==> src/sv/blir_pkg.sv <==
// ----------------------------------------------------------------------------
// blir_pkg
// Shared types, constants and the window classifier for the button ladder
// to IR frame block.
// ----------------------------------------------------------------------------
package blir_pkg;

  localparam int NumWindows   = 9;
  localparam int QueueDepth   = 2;
  localparam logic [3:0] NoWindow    = 4'd15;
  localparam logic [3:0] GreenButton = 4'd2;
  localparam logic [7:0] AddrReset   = 8'd66;

  // Mark codes on the result channel.
  localparam logic [1:0] MarkStart = 2'd0;
  localparam logic [1:0] MarkOne   = 2'd1;
  localparam logic [1:0] MarkZero  = 2'd2;

  // Mark positions of the last mark of each frame kind.
  localparam logic [4:0] LastIdxShort = 5'd15;
  localparam logic [4:0] LastIdxGreen = 5'd20;

  // Exclusive window bounds and per-window command codes.
  localparam logic [7:0] WinHigh [NumWindows] =
    '{8'd252, 8'd235, 8'd210, 8'd200, 8'd189, 8'd175, 8'd163, 8'd148, 8'd70};
  localparam logic [7:0] WinLow  [NumWindows] =
    '{8'd235, 8'd210, 8'd200, 8'd189, 8'd175, 8'd163, 8'd148, 8'd70, 8'd1};
  localparam logic [7:0] WinCmd  [NumWindows] =
    '{8'h4C, 8'h28, 8'h82, 8'h62, 8'hAC, 8'h2C, 8'hC8, 8'h48, 8'hCC};

  // One confirmed press, as handed from the front end to the sequencer.
  typedef struct packed {
    logic [3:0] button;
    logic [7:0] address;
  } frame_req_t;

  // Returns the window of a sample, or NoWindow when it lies in none.
  // The windows are disjoint, so the compares are independent.
  function automatic logic [3:0] classify(input logic [7:0] s);
    logic [3:0] w;
    w = NoWindow;
    for (int k = 0; k < NumWindows; k++) begin
      if ((s < WinHigh[k]) && (s > WinLow[k])) begin
        w = 4'(k);
      end
    end
    return w;
  endfunction

  // Command code of a window.
  function automatic logic [7:0] command_of(input logic [3:0] btn);
    logic [7:0] c;
    c = 8'h00;
    for (int k = 0; k < NumWindows; k++) begin
      if (btn == 4'(k)) begin
        c = WinCmd[k];
      end
    end
    return c;
  endfunction

endpackage

==> src/sv/blir_front.sv <==
// ----------------------------------------------------------------------------
// blir_front
// Classifies ladder samples, tracks the pending press and pushes a frame
// request into the queue when a press is confirmed. Holds the address register.
// ----------------------------------------------------------------------------
module blir_front (
  input  logic                 clk,
  input  logic                 rst_n,
  input  logic                 in_valid,
  output logic                 in_stall,
  input  logic [7:0]           in_sample,
  input  logic                 cfg_we,
  input  logic [7:0]           cfg_device_address,
  input  logic                 q_full,
  output logic                 push,
  output blir_pkg::frame_req_t push_req
);

  logic       pending_valid_r, pending_valid_nxt;
  logic [3:0] pending_button_r, pending_button_nxt;
  logic [7:0] device_address_r;
  logic       accept;
  logic [3:0] win;
  logic       confirm;

  // A request is taken whenever the queue has room.
  assign in_stall = q_full;
  assign accept   = in_valid && !in_stall;
  assign win      = blir_pkg::classify(in_sample);
  assign confirm  = accept && (win != blir_pkg::NoWindow) &&
                    pending_valid_r && (pending_button_r == win);

  // Pending press update.
  always_comb begin
    pending_valid_nxt  = pending_valid_r;
    pending_button_nxt = pending_button_r;
    if (accept) begin
      if (win == blir_pkg::NoWindow) begin
        pending_valid_nxt = 1'b0;
      end else if (confirm) begin
        pending_valid_nxt = 1'b0;
      end else begin
        pending_valid_nxt  = 1'b1;
        pending_button_nxt = win;
      end
    end
  end

  always_ff @(posedge clk) begin
    if (!rst_n) begin
      pending_valid_r  <= 1'b0;
      pending_button_r <= 4'd0;
      device_address_r <= blir_pkg::AddrReset;
    end else begin
      pending_valid_r  <= pending_valid_nxt;
      pending_button_r <= pending_button_nxt;
      if (cfg_we) begin
        device_address_r <= cfg_device_address;
      end
    end
  end

  // The address is captured with the press so the frame is self-contained.
  assign push             = confirm;
  assign push_req.button  = win;
  assign push_req.address = device_address_r;

endmodule

==> src/sv/blir_queue.sv <==
// ----------------------------------------------------------------------------
// blir_queue
// Small FIFO of confirmed presses between the front end and the sequencer.
// ----------------------------------------------------------------------------
module blir_queue #(
  parameter int DEPTH = blir_pkg::QueueDepth
) (
  input  logic                 clk,
  input  logic                 rst_n,
  input  logic                 push,
  input  blir_pkg::frame_req_t push_req,
  input  logic                 pop,
  output blir_pkg::frame_req_t head,
  output logic                 empty,
  output logic                 full
);

  localparam int PtrW = (DEPTH > 1) ? $clog2(DEPTH) : 1;
  localparam int CntW = $clog2(DEPTH + 1);
  localparam logic [PtrW-1:0] PtrLast = PtrW'(DEPTH - 1);
  localparam logic [CntW-1:0] CntFull = CntW'(DEPTH);

  blir_pkg::frame_req_t mem [DEPTH];
  logic [PtrW-1:0] wr_ptr_r, rd_ptr_r;
  logic [CntW-1:0] count_r;
  logic            do_push, do_pop;

  assign empty   = (count_r == '0);
  assign full    = (count_r == CntFull);
  assign do_push = push && !full;
  assign do_pop  = pop && !empty;
  assign head    = mem[rd_ptr_r];

  // Entry storage.
  always_ff @(posedge clk) begin
    if (do_push) begin
      mem[wr_ptr_r] <= push_req;
    end
  end

  // Pointers and fill count.
  always_ff @(posedge clk) begin
    if (!rst_n) begin
      wr_ptr_r <= '0;
      rd_ptr_r <= '0;
      count_r  <= '0;
    end else begin
      if (do_push) begin
        wr_ptr_r <= (wr_ptr_r == PtrLast) ? '0 : wr_ptr_r + 1'b1;
      end
      if (do_pop) begin
        rd_ptr_r <= (rd_ptr_r == PtrLast) ? '0 : rd_ptr_r + 1'b1;
      end
      if (do_push && !do_pop) begin
        count_r <= count_r + 1'b1;
      end else if (do_pop && !do_push) begin
        count_r <= count_r - 1'b1;
      end
    end
  end

endmodule

==> src/sv/blir_seq.sv <==
// ----------------------------------------------------------------------------
// blir_seq
// Mark sequencer: walks the frame at the queue head one mark per cycle, when
// not stalled, into an output register and pops the request with its last mark.
// ----------------------------------------------------------------------------
module blir_seq (
  input  logic                 clk,
  input  logic                 rst_n,
  input  blir_pkg::frame_req_t head,
  input  logic                 empty,
  output logic                 pop,
  output logic                 out_valid,
  input  logic                 out_stall,
  output logic [1:0]           out_mark_kind,
  output logic [3:0]           out_button,
  output logic                 out_last_mark
);

  logic [4:0]  idx_r;
  logic        out_valid_r;
  logic [1:0]  mark_kind_r;
  logic [3:0]  button_r;
  logic        last_mark_r;
  logic        advance;
  logic        emit;
  logic [19:0] bits;
  logic [4:0]  bit_pos;
  logic        is_last;
  logic [1:0]  kind;

  // Output register is free when empty or being taken.
  assign advance = !out_valid_r || !out_stall;
  assign emit    = advance && !empty;

  // Frame payload after the start mark: command, address, then zeros.
  assign bits    = {blir_pkg::command_of(head.button), head.address, 4'b0000};
  assign bit_pos = 5'd20 - idx_r;
  assign is_last = (head.button == blir_pkg::GreenButton) ?
                   (idx_r == blir_pkg::LastIdxGreen) :
                   (idx_r == blir_pkg::LastIdxShort);

  always_comb begin
    if (idx_r == '0) begin
      kind = blir_pkg::MarkStart;
    end else if (bits[bit_pos]) begin
      kind = blir_pkg::MarkOne;
    end else begin
      kind = blir_pkg::MarkZero;
    end
  end

  assign pop = emit && is_last;

  // Mark counter and output register.
  always_ff @(posedge clk) begin
    if (!rst_n) begin
      idx_r       <= '0;
      out_valid_r <= 1'b0;
    end else if (advance) begin
      out_valid_r <= emit;
      if (emit) begin
        idx_r <= is_last ? '0 : idx_r + 1'b1;
      end
    end
  end

  always_ff @(posedge clk) begin
    if (emit) begin
      mark_kind_r <= kind;
      button_r    <= head.button;
      last_mark_r <= is_last;
    end
  end

  assign out_valid     = out_valid_r;
  assign out_mark_kind = mark_kind_r;
  assign out_button    = button_r;
  assign out_last_mark = last_mark_r;

endmodule

==> src/sv/button_ladder_to_ir_frame.sv <==
// ----------------------------------------------------------------------------
// button_ladder_to_ir_frame
// Turns ladder samples into IR frames: front end, press queue, mark sequencer.
// ----------------------------------------------------------------------------
// A confirming sample pushes its press into the queue; an idle sequencer then
// loads the first mark into its output register. Throughput: one sample per
// cycle; a frame is 16 marks (21 for the green button) at one mark per cycle
// when not stalled, set by the sequencer. Samples stall only while the press
// queue is full. Reset clears the pending press, the queue and the output; address is 66.
module button_ladder_to_ir_frame #(
  parameter int QUEUE_DEPTH = blir_pkg::QueueDepth
) (
  input  logic       clk,
  input  logic       rst_n,
  input  logic       in_valid,
  output logic       in_stall,
  input  logic [7:0] in_sample,
  input  logic       cfg_we,
  input  logic [7:0] cfg_device_address,
  output logic       out_valid,
  input  logic       out_stall,
  output logic [1:0] out_mark_kind,
  output logic [3:0] out_button,
  output logic       out_last_mark
);

  blir_pkg::frame_req_t push_req, head;
  logic push, pop, q_full, q_empty;

  // Sample classification and press confirmation.
  blir_front u_front (
    .clk               (clk),
    .rst_n             (rst_n),
    .in_valid          (in_valid),
    .in_stall          (in_stall),
    .in_sample         (in_sample),
    .cfg_we            (cfg_we),
    .cfg_device_address(cfg_device_address),
    .q_full            (q_full),
    .push              (push),
    .push_req          (push_req)
  );

  // Queue of confirmed presses.
  blir_queue #(.DEPTH(QUEUE_DEPTH)) u_queue (
    .clk     (clk),
    .rst_n   (rst_n),
    .push    (push),
    .push_req(push_req),
    .pop     (pop),
    .head    (head),
    .empty   (q_empty),
    .full    (q_full)
  );

  // Mark generation.
  blir_seq u_seq (
    .clk          (clk),
    .rst_n        (rst_n),
    .head         (head),
    .empty        (q_empty),
    .pop          (pop),
    .out_valid    (out_valid),
    .out_stall    (out_stall),
    .out_mark_kind(out_mark_kind),
    .out_button   (out_button),
    .out_last_mark(out_last_mark)
  );

endmodule

==> config.mk <==
export PLATFORM = sky130hd
export DESIGN_NAME = button_ladder_to_ir_frame
export DESIGN_NICKNAME = d
export VERILOG_FILES = /design/src/sv/blir_pkg.sv /design/src/sv/blir_front.sv /design/src/sv/blir_queue.sv /design/src/sv/blir_seq.sv /design/src/sv/button_ladder_to_ir_frame.sv
export SDC_FILE = /design/constraint.sdc
export NUM_CORES = 1
export LEC_CHECK = 0
export BUFFER_PORTS_ARGS = -buffer_cell sky130_fd_sc_hd__buf_2
export CORE_ASPECT_RATIO = 0.5
export CORE_MARGIN = 4
export CORE_UTILIZATION = 58
export CTS_CLUSTER_SIZE = 25
export DETAILED_ROUTE_END_ITERATION = 16
export PLACE_DENSITY = 0.79
export SYNTH_ARGS = -nofsm -noshare
export SYNTH_HDL_FRONTEND = slang
export SYNTH_SLANG_ARGS = --single-unit
==> constraint.sdc <==
create_clock -name clk -period 4.4 [get_ports clk]
set_clock_uncertainty 0.15 [all_clocks]
set_input_delay 0.88 -clock clk [delete_from_list [all_inputs] [get_ports clk]]
set_output_delay 0.88 -clock clk [all_outputs]
set_load 0.005 [all_outputs]
# After elaboration in Yosys (flattened, before gate mapping)
# Memory sizes are Yosys's and may differ from the RTL's. A register that Yosys moved wholly into a read port is not among the register bits.
# Cells that the tools add are included.
totals:
  regBits: 30
  latchBits: 0
  mem_bits_rw: 24
  rom_bits: 0
  input_bits: 21
  elab_cells: 118
  memories: 1
classes:
  add_sub_neg: 6
  mul: 0
  div: 0
  magnitude_cmp: 19
  eq_ne: 14
  n_shift: 0
  mux: 33
  bitwise: 2
  reduce_logical: 32
mem_list:
  columns: ["name", "depth", "width", "read_ports", "rd_ports_with_merged_regs", "wr", "line", "source"]
  rows:
  - ["u_queue.mem", 2, 12, 1, 1, 1, "blir_queue.sv:23", "blir_pkg::frame_req_t mem [DEPTH];"]
ops:
  columns: ["cell", "count"]
  rows:
  - ["less-than comparator 8 bit, second input constant", 8]
  - ["greater-than comparator 8 bit, second input constant", 7]
  - ["two-way mux 8 bit", 7]
  - ["two-way mux 4 bit", 9]
  - ["logical AND 1 bit", 19]
  - ["equality test 4 x 3 -> 1 bit, second input constant", 4]
  - ["two-way mux 7 bit", 2]
  - ["two-way mux 1 bit", 10]
  - ["equality test 4 x 2 -> 1 bit, second input constant", 2]
  - ["equality test 4 bit, second input constant", 2]
  - ["greater-than comparator 8 x 1 -> 1 bit, second input constant", 1]
  - ["greater-than comparator 8 x 7 -> 1 bit, second input constant", 1]
  - ["less-than comparator 8 x 7 -> 1 bit, second input constant", 1]
  - ["logical NOT 1 bit", 6]
  - ["less-than comparator 5 x 6 -> 1 bit, second input constant", 1]
  - ["two-way mux 2 bit", 3]
  - ["adder 5 x 1 -> 5 bit, second input constant", 1]
  - ["binary-select mux 1 bit (select 5 bit)", 1]
  - ["equality test 5 x 4 -> 1 bit, second input constant", 1]
  - ["equality test 5 bit, second input constant", 1]
  - ["logical NOT 5 bit", 1]
  - ["two-way mux 5 bit", 1]
  - ["subtractor 5 bit, first input constant", 1]
  - ["equality test 4 x 1 -> 1 bit, second input constant", 1]
  - ["13 further kinds", 15]

# Logic depth before layout (Yosys ltp)
logic_depth:
  word_depth: 20
  mapped_depth: 11
  mapped_depth_nobuf: 10

# By module
# Synthesis repeated with hierarchy kept, for this count alone.
hier_totals:
  cells_unflattened: 244
  hier_area_um2: 2910.3
by_module_without_submodules:
  columns: ["mod", "n_inst", "cells_each", "area_per_inst_um2", "seq_area_each_um2"]
  rows:
  - ["blir_queue", 1, 62, 1094.8, 820.8]
  - ["blir_front", 1, 103, 953.4, 260.2]
  - ["blir_seq", 1, 79, 862.1, 330.3]

# Worst setup path before layout
# OpenSTA, ideal clock, no wires.
synth_timing:
  path_type: "in2reg"
  startpoint: "in in_sample[0]"
  endpoint: "mem u_queue.mem[0][0] (netlist name), enable pin"
  arrival_ns: 3.063
  required_time_ns: 3.868
  slack_ns: 0.805
  path_stages: 8
  cell_sequence: "buf_6 > a211o_1 > or3b_1 > a21oi_4 > nor3_1 > or2_1 > nor4_2 > nor2b_1"
synth_between:
  elab_chain_len: 18
synth_lines:
  columns: ["item", "line", "source"]
  rows:
  - ["from (decl)", "button_ladder_to_ir_frame.sv:17", "input logic [7:0] in_sample,"]
  - ["less-than comparator 8 bit / greater-than comparator 8 bit (equally long branches)", "blir_pkg.sv:43", "if ((s < WinHigh[k]) && (s > WinLow[k])) begin"]
  - ["logical AND 1 bit", "blir_pkg.sv:43", null]
  - ["two-way mux 4 bit (8 in series)", "blir_pkg.sv:43", null]
  - ["two-way mux 4 bit *", "blir_pkg.sv:43", null]
  - ["inequality test 4 bit", "blir_front.sv:30", "assign confirm = accept && (win != blir_pkg::NoWindow) &&"]
  - ["logical AND 1 bit (2 in series)", "blir_front.sv:30", null]
  - ["logical AND 1 bit *", "blir_front.sv:31", "pending_valid_r && (pending_button_r == win);"]
  - ["logical AND 1 bit *", "blir_queue.sv:30", "assign do_push = push && !full;"]
  - ["via u_queue.do_push", "blir_queue.sv:26", "logic do_push, do_pop;"]
  - ["two-way mux 1 bit *", "blir_queue.sv:36", "if (do_push) begin"]
  - ["two-way mux 1 bit (not written as such) *", "blir_queue.sv:37", "mem[wr_ptr_r] <= push_req;"]
  - ["to (decl)", "blir_queue.sv:23", null]
# The timed path passes the listed nets; every way through them passes the cells marked *.

# Final worst setup path
layout_timing:
  startpoint: "in in_sample[1]"
  endpoint: "reg u_queue.count_r[1]"
layout_between:
  elab_chain_len: 19
layout_lines:
  columns: ["item", "line", "source"]
  rows:
  - ["less-than comparator 8 bit / greater-than comparator 8 bit (equally long branches)", "blir_pkg.sv:43", null]
  - ["logical AND 1 bit", "blir_pkg.sv:43", null]
  - ["two-way mux 4 bit (8 in series)", "blir_pkg.sv:43", null]
  - ["two-way mux 4 bit *", "blir_pkg.sv:43", null]
  - ["inequality test 4 bit", "blir_front.sv:30", null]
  - ["logical AND 1 bit (2 in series)", "blir_front.sv:30", null]
  - ["logical AND 1 bit *", "blir_front.sv:31", null]
  - ["logical AND 1 bit *", "blir_queue.sv:30", null]
  - ["via u_queue.do_push", "blir_queue.sv:26", null]
  - ["logical NOT 1 bit", "blir_queue.sv:56", "end else if (do_pop && !do_push) begin"]
  - ["logical AND 1 bit", "blir_queue.sv:56", null]
  - ["nonzero test 2 bit (no line)", null, null]
  - ["to (signal assigned)", "blir_queue.sv:55", "count_r <= count_r + 1'b1;"]
  - ["to (signal assigned)", "blir_queue.sv:57", "count_r <= count_r - 1'b1;"]
  - ["to (decl)", "blir_queue.sv:25", "logic [CntW-1:0] count_r;"]
# Marks and branches as above.
# A chain may end at the register's enable or synchronous reset.

==> impl_metrics.xml <==
<?xml version="1.0" encoding="UTF-8"?>
<metrics>
  <group name="sta">
    <metric name="timing.final.max_slew_violations" unit="">0</metric>
    <metric name="rsz0062_at_grt" unit="">no</metric>
    <metric name="timing.final.crit_share" unit="">0.770</metric>
    <metric name="fin_hold_ws" unit="ns">0.319</metric>
    <metric name="setup_total_negative_slack" unit="ns">0</metric>
    <metric name="timing.final.hold_violations" unit="">0</metric>
    <metric name="timing.final.setup_violations" unit="">0</metric>
    <metric name="fin_crit_period" unit="ns">3.39</metric>
    <metric name="tightest_slew" unit="ns">0.577</metric>
    <metric name="slew_headroom" unit="">0.615</metric>
    <metric name="max_freq" unit="MHz">295</metric>
  </group>
  <group name="setup_path">
    <metric name="worst-endpoint-arrival" unit="ns">3.47</metric>
    <metric name="r2r_setup_slack" unit="ns">1.43</metric>
    <metric name="critical_path_depth" unit="">10</metric>
    <metric name="timing_worst_setup_path_type" unit="">input pin to flip-flop</metric>
    <metric name="timing.critical_path.slowest_stage_cell" unit="">sky130_fd_sc_hd__a2111o_1</metric>
    <metric name="timing.rr.start" unit="">u_seq.idx_r[0]$_SDFFE_PN0P_</metric>
    <metric name="cpPeakStageDelay" unit="ns">0.43</metric>
    <metric name="setup.worst_path.end_class" unit="">flip-flop</metric>
    <metric name="critical_path.endpoint" unit="">u_queue.count_r[1]$_SDFFE_PN0P_</metric>
    <metric name="critical_path_required" unit="ns">4.48</metric>
    <metric name="worst_r2r_path_depth" unit="">9</metric>
    <metric name="critical_path.cell_chain" unit="">buf_2 &gt; a2111o_1 &gt; a221o_1 &gt; nand3_1 &gt; nor3_1 &gt; or2_1 &gt; nor4_2 &gt; ha_1 &gt; or3_1 &gt; a21oi_1</metric>
    <metric name="setup.worst_path.start" unit="">in_sample[1]</metric>
    <metric name="critical_path_buf_inv_count" unit="">1</metric>
    <metric name="gate_family_responsible_for_the_most_delay_along_the_worst_path" unit="">simple AND/OR/NAND/NOR gates</metric>
    <metric name="critical_path.reg2reg.endpoint" unit="">u_queue.count_r[1]$_SDFFE_PN0P_</metric>
    <metric name="crit_fanout" unit="">13</metric>
    <metric name="start_kind" unit="">input pin</metric>
  </group>
  <group name="clocking">
    <metric name="cts_post_setup_buffers_inserted" unit="">0</metric>
    <metric name="cts_root_buf" unit="">sky130_fd_sc_hd__clkbuf_8</metric>
    <metric name="clock_path_buffers" unit="">2</metric>
    <metric name="clock_latency" unit="ns">0.31</metric>
    <metric name="clkSlewWorstSetupHoldPaths" unit="ns">0.09</metric>
    <metric name="clock_sinks" unit="">55</metric>
    <metric name="number_of_cells_upsized_or_downsized_after_cts" unit="">0</metric>
    <metric name="ctsHoldBuffers" unit="">0</metric>
    <metric name="cts_tree" unit="">done</metric>
    <metric name="clock_buffer_count_from_cts" unit="">5</metric>
    <metric name="clock_tree.htree_level_count" unit="">2</metric>
  </group>
  <group name="yosys">
    <metric name="synth_top_cells_by_count" unit="">31 x sky130_fd_sc_hd__edfxtp_1, 29 x sky130_fd_sc_hd__nor2_1, 24 x sky130_fd_sc_hd__dfxtp_1, 18 x sky130_fd_sc_hd__nand2_1, 16 x sky130_fd_sc_hd__mux2i_1</metric>
    <metric name="synth_enable_flop_cells" unit="">31</metric>
    <metric name="synthArstFlopShare" unit="">0</metric>
    <metric name="ys_warn_count" unit="">0</metric>
    <metric name="netlist_instances" unit="">260</metric>
    <metric name="avgSynthCellArea" unit="µm²">10.9</metric>
    <metric name="ys_dominant_reg_cell" unit="">sky130_fd_sc_hd__edfxtp_1</metric>
    <metric name="post-synth-top-count-cell" unit="">sky130_fd_sc_hd__edfxtp_1</metric>
    <metric name="mapped_nets" unit="">285</metric>
    <metric name="synthesis.area" unit="µm²">2840</metric>
    <metric name="ys_ff_latch" unit="">55</metric>
    <metric name="synth.distinct_cells" unit="">64</metric>
    <metric name="yosys.area.top_type" unit="">sky130_fd_sc_hd__edfxtp_1</metric>
    <metric name="ys_seq_area_frac" unit="">0.496</metric>
    <metric name="synth.area.top_cells" unit="">sky130_fd_sc_hd__edfxtp_1 33%, sky130_fd_sc_hd__dfxtp_1 17%, sky130_fd_sc_hd__mux2i_1 5.6%</metric>
    <metric name="synth_top_area_share" unit="">0.327</metric>
  </group>
  <group name="finish">
    <metric name="final_nets" unit="">309</metric>
    <metric name="final_core_utilization" unit="">0.691</metric>
    <metric name="antenna-diode-count" unit="">0</metric>
    <metric name="post_route_cells_drive_above_1_share" unit="">0.196</metric>
    <metric name="stdcell_count" unit="">351</metric>
    <metric name="area_delta_synth_final" unit="%">10.7</metric>
    <metric name="finish.instance_area" unit="µm²">3150</metric>
  </group>
  <group name="detailed_routing">
    <metric name="initialDrtViolationCount" unit="">95</metric>
    <metric name="residual_antenna_violating_net_count_after_detailed_routing" unit="">0</metric>
    <metric name="wire_per_inst" unit="µm">16.9</metric>
    <metric name="routed_via_density" unit="">5.79</metric>
    <metric name="vias" unit="">2033</metric>
    <metric name="drt_wl_total" unit="µm">5940</metric>
    <metric name="post-route-drc-count" unit="">0</metric>
    <metric name="firstDrtPassIters" unit="">4</metric>
  </group>
  <group name="global_routing">
    <metric name="grtUsageTotal" unit="">0.203</metric>
    <metric name="global_route_wire_length_before_repair" unit="µm">9600</metric>
    <metric name="first_global_vias" unit="">1955</metric>
    <metric name="grt_overflow_total" unit="">0</metric>
    <metric name="grt_start_max_net_pins" unit="">17</metric>
    <metric name="initial_antenna_violation_count" unit="">0</metric>
  </group>
  <group name="die">
    <metric name="pin_count" unit="">30</metric>
    <metric name="initial_cell_density_of_the_core" unit="">0.625</metric>
    <metric name="die_w" unit="µm">107</metric>
    <metric name="rows" unit="">17</metric>
    <metric name="core" unit="µm²">4550</metric>
    <metric name="die_area" unit="µm²">6150</metric>
    <metric name="dieHeight" unit="µm">57.5</metric>
  </group>
  <group name="power">
    <metric name="p_per_area" unit="nW/µm²">335</metric>
    <metric name="maximum_vdd_drop" unit="mV">0.207</metric>
    <metric name="leakage_power" unit="nW">1.16</metric>
  </group>
  <group name="flow_run">
    <metric name="drv.max_cap_violation_count" unit="">0</metric>
  </group>
  <group name="placement">
    <metric name="place.gp.congestion" unit="">0.887</metric>
    <metric name="post_dp_cell_area" unit="µm²">3010</metric>
    <metric name="place.detailed.instances" unit="">343</metric>
    <metric name="portBuffers" unit="">29</metric>
    <metric name="place.detailed.hpwl" unit="µm">4100</metric>
  </group>
  <group name="hold_path">
    <metric name="min-delay-path-class" unit="">flip-flop to flip-flop</metric>
  </group>
  <group name="status">
    <metric name="run_status" unit="">finished clean</metric>
  </group>
</metrics>
-- where the power goes --
group	switching (mW)	internal [mW]	leakage, nW
clock network	0.157	0.227	0.0654
logic	0.0637	0.0424	0.617
registers	0.00930	0.554	0.481
-- state kept, by name, indices dropped and copies added, names as in the netlist, named ones only --
signal	count
u_queue.mem	24
u_front.device_address_r	8
u_seq.idx_r	5
u_front.pending_button_r	4
u_seq.out_button	4
u_queue.count_r	2
u_seq.out_mark_kind	2
u_front.pending_valid_r	1
u_queue.rd_ptr_r	1
u_queue.wr_ptr_r	1
u_seq.out_last_mark	1
u_seq.out_valid	1
-- worst min-delay path by stage --
stage	to	depth (start not counted)	startpoint
after floorplan	u_queue.mem[0][0]$_DFFE_PP_	0	u_front.device_address_r[0]$_SDFFE_PN0P_
after global placement	u_queue.mem[0][1]$_DFFE_PP_	0	u_front.device_address_r[1]$_SDFFE_PN1P_
after detailed placement	u_queue.mem[0][6]$_DFFE_PP_	0	u_front.device_address_r[6]$_SDFFE_PN1P_
after CTS	u_queue.mem[0][1]$_DFFE_PP_	0	u_front.device_address_r[1]$_SDFFE_PN1P_
after global routing	u_queue.mem[0][7]$_DFFE_PP_	0	u_front.device_address_r[7]$_SDFFE_PN0P_
final	u_queue.mem[1][5]$_DFFE_PP_	0	u_front.device_address_r[5]$_SDFFE_PN0P_
-- final cells by class --
class | count | area [µm²]
Fill cell | 361 | 1410
Multi-Input combinational cell | 178 | 1310
Tap cell | 66 | 82.6
Inverter | 13 | 48.8
Clock inverter | 2 | 60.1
Clock buffer | 6 | 72.6
Timing Repair Buffer | 31 | 160
Sequential cell | 55 | 1410
-- placed cells by master, fill, tap and decap left out, drive strengths merged, types with 2 or more instances in the layout --
master / instances
o21ai: 10
nor4b: 2
and2: 3
ha: 4
a21oi: 11
nor2: 29
buf: 31
nor3: 6
or2: 2
bufinv: 2
mux2: 3
edfxtp: 31
nand2: 18
xnor2: 4
o21a: 4
inv: 13
and3: 2
mux2i: 16
nand4: 2
nor4: 4
a211oi: 3
nand3: 5
nor2b: 5
nand2b: 3
dfxtp: 24
maj3: 2
mux4: 4
clkbuf: 6
nand3b: 2
xor2: 6
o32ai: 2
or3b: 2
-- metal layers --
metal | GRT usage | wire length [µm]
met1 | 0.271 | 2630
met2 | 0.331 | 2860
met3 | 0.0486 | 357
met4 | 0.0656 | 91
met5 | 0 | 0
-- kinds of logic (layout without fill, tap and decap cells) --
logic type	Yosys count	in the layout	share of synthesized area
AOI/OAI and AO/OA	50	50	0.142
DFF	55	55	0.496
muxes	23	23	0.0999
xor gates and xnor gates	10	10	0.0308
buffers and inverters	27	52	0.0427
and+or+nand+nor	89	89	0.164
adders and majority gates	6	6	0.0246
-- per-stage QoR --
stage / setup WS [ns] / power (mW)
2_1_floorplan: 0.805 / 0.652
3_3_place_gp: 0.789 / 0.675
3_5_place_dp: 0.686 / 0.679
4_1_cts: 1.01 / 1.06
5_1_grt: 0.854 / 1.09
6_report: 1.01 / 1.05
Power figures use the tool's default switching activity.
